### config.mk
export PLATFORM = sky130hd
export DESIGN_NAME = cvea_et_pipe
export DESIGN_NICKNAME = d
export VERILOG_FILES = /design/src/hdl/cvea_pkg.sv /design/src/hdl/cvea_et_pipe.sv
export SDC_FILE = /design/constraint.sdc
export NUM_CORES = 2
export LEC_CHECK = 0
export BUFFER_PORTS_ARGS = -buffer_cell sky130_fd_sc_hd__clkbuf_2
export CORE_MARGIN = 10
export CORE_UTILIZATION = 40
export DETAILED_ROUTE_END_ITERATION = 10
export GPL_TIMING_DRIVEN = 0
export PLACE_DENSITY = 0.54
export SLEW_MARGIN = 20
export SYNTH_ARGS = -nofsm -noshare
export SYNTH_HDL_FRONTEND = slang
export SYNTH_SLANG_ARGS = --single-unit
### constraint.sdc
create_clock -name clk_i -period 9.2 [get_ports clk_i]
set_input_delay 1.84 -clock clk_i [delete_from_list [all_inputs] [get_ports clk_i]]
set_output_delay 1.84 -clock clk_i [all_outputs]
set_load 0.1 [all_outputs]
### src/hdl/cvea_pkg.sv
// ----------------------------------------------------------------------------
// cvea_pkg
// Shared widths, codes and item records of the calorimeter vector Et
// accumulator.
// ----------------------------------------------------------------------------
package cvea_pkg;

  // Fixed-point configuration
  localparam int PHI_BITS      = 12;
  localparam int ETA_FRAC_BITS = 8;
  localparam int ACC_BITS      = 40;

  // Field widths
  localparam int NUM_REGIONS = 4;
  localparam int REGION_W    = 2;
  localparam int ETA_W       = 12;
  localparam int PHI_W       = 12;
  localparam int ENERGY_W    = 17;
  localparam int SUM_W       = 40;

  // Arithmetic widths
  localparam int Q16_W     = 17;                        // unsigned Q1.16, up to 1.0
  localparam int TRIG_W    = Q16_W + 1;                 // signed sin / cos
  localparam int P_W       = ENERGY_W + Q16_W + 1;      // energy * sech
  localparam int PC_W      = P_W + TRIG_W;              // p * cos, p * sin
  localparam int ET_SHIFT  = 16;
  localparam int EX_SHIFT  = 32;
  localparam int TERM_W    = PC_W - EX_SHIFT;           // rounded terms
  localparam int SIN_IDX_W = PHI_BITS - 1;              // 0 .. quarter inclusive

  // Stream widths
  localparam int S_TDATA_W = ((REGION_W + ETA_W + PHI_W + ENERGY_W + 7) / 8) * 8;
  localparam int M_TDATA_W = ((REGION_W + 4 * SUM_W + 7) / 8) * 8;

  // Command codes
  localparam logic CMD_ADD   = 1'b0;
  localparam logic CMD_CLOSE = 1'b1;

  // Table lookups, one per item
  typedef struct packed {
    logic [Q16_W-1:0] sech;
    logic [Q16_W-1:0] sin_mag;
    logic [Q16_W-1:0] cos_mag;
    logic             sin_neg;
    logic             cos_neg;
  } trig_t;

  // Rounded terms of one item, ready for accumulation
  typedef struct packed {
    logic                      cmd;
    logic [REGION_W-1:0]       region;
    logic signed [TERM_W-1:0]  ex;
    logic signed [TERM_W-1:0]  ey;
    logic signed [TERM_W-1:0]  energy;
    logic signed [TERM_W-1:0]  et;
  } term_t;

  // One region's accumulator record
  typedef struct packed {
    logic                       sat;
    logic signed [ACC_BITS-1:0] trans;
    logic signed [ACC_BITS-1:0] energy;
    logic signed [ACC_BITS-1:0] ey;
    logic signed [ACC_BITS-1:0] ex;
  } acc_rec_t;

  // Read-out requests from the close sequencer
  typedef struct packed {
    logic                rd_en;
    logic                clr;
    logic [REGION_W-1:0] idx;
  } drain_t;

endpackage

### src/hdl/cvea_et_pipe.sv
// ----------------------------------------------------------------------------
// cvea_et_pipe
// Product pipeline: p = energy * sech, then p * cos and p * sin with et
// rounded from p, then rounding of the cos and sin terms to whole counts.
// ----------------------------------------------------------------------------
module cvea_et_pipe (
  input  logic                                  clk_i,
  input  logic                                  rst_ni,
  input  logic                                  accept_i,
  input  logic                                  cmd_i,
  input  logic        [cvea_pkg::REGION_W-1:0]  region_i,
  input  logic signed [cvea_pkg::ENERGY_W-1:0]  energy_i,
  input  cvea_pkg::trig_t                       trig_i,
  output logic                                  term_valid_o,
  output cvea_pkg::term_t                       term_o
);

  localparam int P_W      = cvea_pkg::P_W;
  localparam int PC_W     = cvea_pkg::PC_W;
  localparam int TRIG_W   = cvea_pkg::TRIG_W;
  localparam int TERM_W   = cvea_pkg::TERM_W;
  localparam int REGION_W = cvea_pkg::REGION_W;
  localparam int ENERGY_W = cvea_pkg::ENERGY_W;

  localparam logic signed [P_W-1:0]  RND_P  = P_W'(1) << (cvea_pkg::ET_SHIFT - 1);
  localparam logic signed [PC_W-1:0] RND_PC = PC_W'(1) << (cvea_pkg::EX_SHIFT - 1);

  // stage 1: sideband alongside the table read
  logic                       v1_q;
  logic                       cmd1_q;
  logic [REGION_W-1:0]        region1_q;
  logic signed [ENERGY_W-1:0] en1_q;

  // stage 2: p and signed trig values
  logic                       v2_q;
  logic                       cmd2_q;
  logic [REGION_W-1:0]        region2_q;
  logic signed [ENERGY_W-1:0] en2_q;
  logic signed [P_W-1:0]      p2_d, p2_q;
  logic signed [TRIG_W-1:0]   sin2_d, sin2_q;
  logic signed [TRIG_W-1:0]   cos2_d, cos2_q;

  // stage 3: products and et
  logic                       v3_q;
  logic                       cmd3_q;
  logic [REGION_W-1:0]        region3_q;
  logic signed [ENERGY_W-1:0] en3_q;
  logic signed [PC_W-1:0]     pc3_d, pc3_q;
  logic signed [PC_W-1:0]     ps3_d, ps3_q;
  logic signed [TERM_W-1:0]   et3_d, et3_q;

  // stage 4: rounded terms
  logic                       v4_q;
  cvea_pkg::term_t            term4_d, term4_q;

  logic signed [TRIG_W-1:0]   sin_abs;
  logic signed [TRIG_W-1:0]   cos_abs;

  always_comb begin
    sin_abs = $signed({1'b0, trig_i.sin_mag});
    cos_abs = $signed({1'b0, trig_i.cos_mag});
    p2_d    = P_W'(en1_q) * P_W'($signed({1'b0, trig_i.sech}));
    sin2_d  = trig_i.sin_neg ? -sin_abs : sin_abs;
    cos2_d  = trig_i.cos_neg ? -cos_abs : cos_abs;

    pc3_d   = PC_W'(p2_q) * PC_W'(cos2_q);
    ps3_d   = PC_W'(p2_q) * PC_W'(sin2_q);
    et3_d   = TERM_W'((p2_q + RND_P) >>> cvea_pkg::ET_SHIFT);

    term4_d.cmd    = cmd3_q;
    term4_d.region = region3_q;
    term4_d.ex     = TERM_W'((pc3_q + RND_PC) >>> cvea_pkg::EX_SHIFT);
    term4_d.ey     = TERM_W'((ps3_q + RND_PC) >>> cvea_pkg::EX_SHIFT);
    term4_d.energy = TERM_W'(en3_q);
    term4_d.et     = et3_q;
  end

  always_ff @(posedge clk_i or negedge rst_ni) begin
    if (!rst_ni) begin
      v1_q <= 1'b0;
      v2_q <= 1'b0;
      v3_q <= 1'b0;
      v4_q <= 1'b0;
    end else begin
      v1_q <= accept_i;
      v2_q <= v1_q;
      v3_q <= v2_q;
      v4_q <= v3_q;
    end
  end

  always_ff @(posedge clk_i) begin
    cmd1_q    <= cmd_i;
    region1_q <= region_i;
    en1_q     <= energy_i;

    cmd2_q    <= cmd1_q;
    region2_q <= region1_q;
    en2_q     <= en1_q;
    p2_q      <= p2_d;
    sin2_q    <= sin2_d;
    cos2_q    <= cos2_d;

    cmd3_q    <= cmd2_q;
    region3_q <= region2_q;
    en3_q     <= en2_q;
    pc3_q     <= pc3_d;
    ps3_q     <= ps3_d;
    et3_q     <= et3_d;

    term4_q   <= term4_d;
  end

  assign term_valid_o = v4_q;
  assign term_o       = term4_q;

endmodule

# Word-level counts from Yosys, hierarchy flattened

Cells that the tools add are included.

Flip-flop bits (word level): 341
Input bits: 76
Output and inout port bits: 88
Word-level logic and storage cells: 37

Add/subtract/negate cells: 5
Multipliers: 3
Muxes and demuxes: 2

Operator list:

| kind                                                             | number |
|---|---|
| 53-bit by 33-bit adder with 53-bit output, second input constant | 2 |
| 35-bit by 18-bit multiplier with 53-bit output                   | 2 |
| 17-bit negator with 18-bit output                                | 2 |
| 35-bit by 17-bit adder with 35-bit output, second input constant | 1 |
| 17-bit by 18-bit multiplier with 35-bit output                   | 1 |
| 17-bit two-way mux                                               | 2 |

# Longest topological paths before layout

Word-level depth: 2
Gate-level depth with buffers: 25
Gate-level depth less buffers: 24

# Worst setup path before layout

Ideal clock, no wire load.

Path type: input to register
Start: input port trig_i[49] (netlist name)
End: register p2_q[31]
Setup time: 0.123 ns
Data arrival time: 7.339 ns
Data required time: 9.077 ns
Slack: 1.738 ns
Cell stages on the path: 23
Buffers on the path: 1
Cell sequence: clkbuf_1 > nand2_1 > fa_1 > inv_1 > fa_1 > inv_1 > fa_1 > inv_1 > fa_1 > fa_1 > inv_1 > fa_1 > inv_1 > ha_1 > a21o_1 > a21o_1 > a211o_1 > a221o_1 > a21oi_1 > o211ai_1 > a31oi_1 > o21bai_1 > xor2_1

Longest elaborated chain between the ends: 1

RTL lines:

| element                                        | RTL line            | text |
|---|---|---|
| start, declared                                | cvea_et_pipe.sv:13  | `input cvea_pkg::trig_t trig_i,` |
| 17-bit by 18-bit multiplier with 35-bit output | cvea_et_pipe.sv:62  | `p2_d = P_W'(en1_q) * P_W'($signed({1'b0, trig_i.sech}));` |
| via p2_d[31]                                   | cvea_et_pipe.sv:39  | `logic signed [P_W-1:0] p2_d, p2_q;` |
| end signal, assigned                           | cvea_et_pipe.sv:100 | `p2_q <= p2_d;` |
| end, declared                                  | cvea_et_pipe.sv:39  |  |

The timed path passes the listed nets, and every way through them passes these cells.
A chain may end at the register's enable or synchronous reset.

# Worst setup path after layout

Start: register p2_q[10]
End: register pc3_q[32]

Longest elaborated chain between the ends: 1

RTL lines:

| element                                        | RTL line            | text |
|---|---|---|
| 35-bit by 18-bit multiplier with 53-bit output | cvea_et_pipe.sv:66  | `pc3_d = PC_W'(p2_q) * PC_W'(cos2_q);` |
| via pc3_d[32]                                  | cvea_et_pipe.sv:48  | `logic signed [PC_W-1:0] pc3_d, pc3_q;` |
| end signal, assigned                           | cvea_et_pipe.sv:107 | `pc3_q <= pc3_d;` |
| end, declared                                  | cvea_et_pipe.sv:48  |  |

The timed path passes the listed nets, and every way through them passes these cells.

==> results.sh <==
export IMPL_synth_area_leader_cell="fa_1"
export IMPL_fin_tns_setup_ns=0
export IMPL_rows=140
export IMPL_cp_num_buf_inv=5
export IMPL_die_h_um=402
export IMPL_cp_start_kind="flop"
export IMPL_path_class="flop to flop"
export IMPL_period_share_pct=96.0
export IMPL_clock_skew_ns=0.0579
export IMPL_synth_top_cells_by_area="fa_1 49%, inv_1 10%, dfxtp_1 9.4%, ha_1 8.1%, and2_1 6.3%"
export IMPL_ant_nets=0
export IMPL_reg2reg_from="p2_q[10]"
export IMPL_tightest_slew_ns=1.22
export IMPL_syn_inst=6320
export IMPL_dieArea_um2=162000
export IMPL_initial_utilization_pct=40.2
export IMPL_grt_max_degree=14
export IMPL_worstSkewPairLatency_ns=0.61
export IMPL_async_reset_ff_share_pct=1.43
export IMPL_tritoncts="built"
export IMPL_cts_htree_levels=2
export IMPL_drtPass1Iterations=6
export IMPL_ys_warn_count=0
export IMPL_finalSetupViolCount=0
export IMPL_clk_pin_slew_ns=0.06
export IMPL_yosysTopAreaCellShare_pct=48.8
export IMPL_drt_initial_drc_count=2865
export IMPL_crit_family="adder cells"
export IMPL_wl_mm=181
export IMPL_crit_top_cell="fa_1"
export IMPL_synth_edf_count=0
export IMPL_hold_viol_final=0
export IMPL_fillers=14613
export IMPL_worstPathCellList="clkbuf_1 > clkbuf_1 > nand2_1 > fa_1 > inv_1 > fa_1 > fa_1 > fa_1 > fa_1 > inv_1 > fa_1 > inv_1 > ha_1 > nand4_1 > nor3_1 > nand2_1 > nor3_1 > o311a_1 > o221ai_1 > a21boi_0 > nor2_1 > xnor2_1"
export IMPL_numPortBuffers=161
export IMPL_status="finished clean"
export IMPL_cts_made_buffers=35
export IMPL_drive_gt1_share_pct=3.64
export IMPL_dp_hpwl_mm=153
export IMPL_dp_slack_ns=0.461
export IMPL_cts_root_buf="clkbuf_16"
export IMPL_grt_overflow=0
export IMPL_synth_distinct_cells=72
export IMPL_vias=42271
export IMPL_syn_num_nets=8197
export IMPL_layout_setup_ws_ns=0.371
export IMPL_place_congestion=0.934
export IMPL_end_kind="flop"
export IMPL_fin_cells=8466
export IMPL_hold_class="flop to flop"
export IMPL_post_cts_resized=0
export IMPL_yosysSeqAreaShare_pct=9.59
export IMPL_holdBufCountCts=0
export IMPL_synthTopCellsByCount="1608 x inv_1, 1424 x fa_1, 942 x nand2_1, 593 x and2_1, 377 x ha_1"
export IMPL_area_growth_pct=7.44
export IMPL_rsz0062_at_grt="false"
export IMPL_core_um2=145000
export IMPL_synth_most_common_cell="inv_1"
export IMPL_cts_max_path_buffers=3
export IMPL_avgViaCountPerCell=4.99
export IMPL_grt_pass1_vias=46247
export IMPL_critPathArrivalTime_ns=9.24
export IMPL_critPathLaunch="p2_q[10]"
export IMPL_synth_ff_type="dfxtp_1"
export IMPL_dieWidth_um=402
export IMPL_syn_area_per_cell_um2=9.25
export IMPL_cp_max_fo=10
export IMPL_cts_sinks=279
export IMPL_wire_per_inst_um=21.4
export IMPL_drcViolationCount=0
export IMPL_fmax_ghz=0.113
export IMPL_cap_violations=0
export IMPL_critical_path_slowest_cell="clkbuf_1"
export IMPL_cts_setup_buffers=0
export IMPL_synth_seq_cells=279
export IMPL_dpl_cell_count=8398
export IMPL_cp_required_ns=9.61
export IMPL_antenna_found_initial=16
export IMPL_fin_crit_ns=8.83
export IMPL_grt_use_total_pct=22.9
export IMPL_maxSlewHeadroom_pct=18.7
export IMPL_slowest_delay_ns=0.84
export IMPL_hp_start="et3_q[9]"
export IMPL_slew_viol_final=0
export IMPL_netlist_area_um2=58500
export IMPL_grt_pass1_wl_mm=281
export IMPL_top_level_ports=164
export IMPL_final_nets=8395
## sequential cells by signal, indices dropped and copies added, names as in the netlist, 17 cells and up
register and count:
en1_q 17, en3_q 17, et3_q 19, pc3_q 22, ps3_q 22, sin2_q 18, term_o 81, cos2_q 18
en2_q 17, p2_q 35
## through the flow
stage                     area [um^2]  hold slack (ns)  util (%)
after floorplan                 58500            0.310         -
after global placement          61700            0.310      42.4
after detailed placement        61700            0.312      42.4
after CTS                       62800            0.306      43.2
after global routing            62800            0.304      43.2
final                           62800            0.308      43.2
## logic make-up after synthesis
family                   synth area share (%)
buffers and inverters                    12.4
AND/OR/NAND/NOR                          15.2
adder cells (fa/ha/maj)                  56.8
AO/OA/AOI/OAI                            3.25
flip-flops                               9.59
XOR/XNOR                                 2.70
multiplexers                           0.0342
## cells in the final DEF, fill, tap and decap left out, types with 9 or more instances in the layout
cell / count
inv_1: 1608
fa_1: 1424
nand2_1: 942
and2_1: 593
ha_1: 377
clkbuf_1: 314
dfxtp_1: 275
clkbuf_2: 162
xnor2_1: 125
nor2_1: 114
a21oi_1: 75
o21ai_0: 55
xor2_1: 55
a21o_1: 53
nand3_1: 38
clkbuf_16: 36
nand2b_1: 33
nor3_1: 27
and3_1: 27
nand4_1: 26
o31ai_1: 13
nor2b_1: 12
o211ai_1: 11
or3_1: 11
o21a_1: 9
## metal layers
metal / vias up / global-route usage, % / share of wire [%]
li1: 18514 / - / -
met1: 21857 / 29.3 / 40
met2: 1534 / 38.2 / 47
met3: 360 / 4.60 / 8.1
met4: 6 / 8.14 / 4.1
met5: - / 0 / 0.020
## final cells by class
type | instances | area (um^2) | share of cell area [%]
Clock buffer | 45 | 975 | 1.55
Sequential cell | 279 | 5610 | 8.92
Timing Repair Buffer | 161 | 806 | 1.28
Buffer | 317 | 1210 | 1.93
Tap cell | 1917 | 2400 | 3.82
Multi-Input combinational cell | 4114 | 45600 | 72.6
Clock inverter | 15 | 148 | 0.235
Antenna cell | 8 | 20.0 | 0.0319
Inverter | 1610 | 6040 | 9.62
## final timing paths
path | endpoint | slack (ns) | depth (start not counted)
max | pc3_q[32] | 0.37 | 22
min | term_o[9] | 0.31 | 0
max reg2reg | pc3_q[32] | 0.37 | 22
min reg2reg | term_o[9] | 0.31 | 0
max in group asynchronous | term_valid_o | 8.04 | 1
min in group asynchronous | v1_q | 1.04 | 1
Power is not shown: default switching activity piles up to over one toggle a cycle in this logic, so the estimate is an artifact.
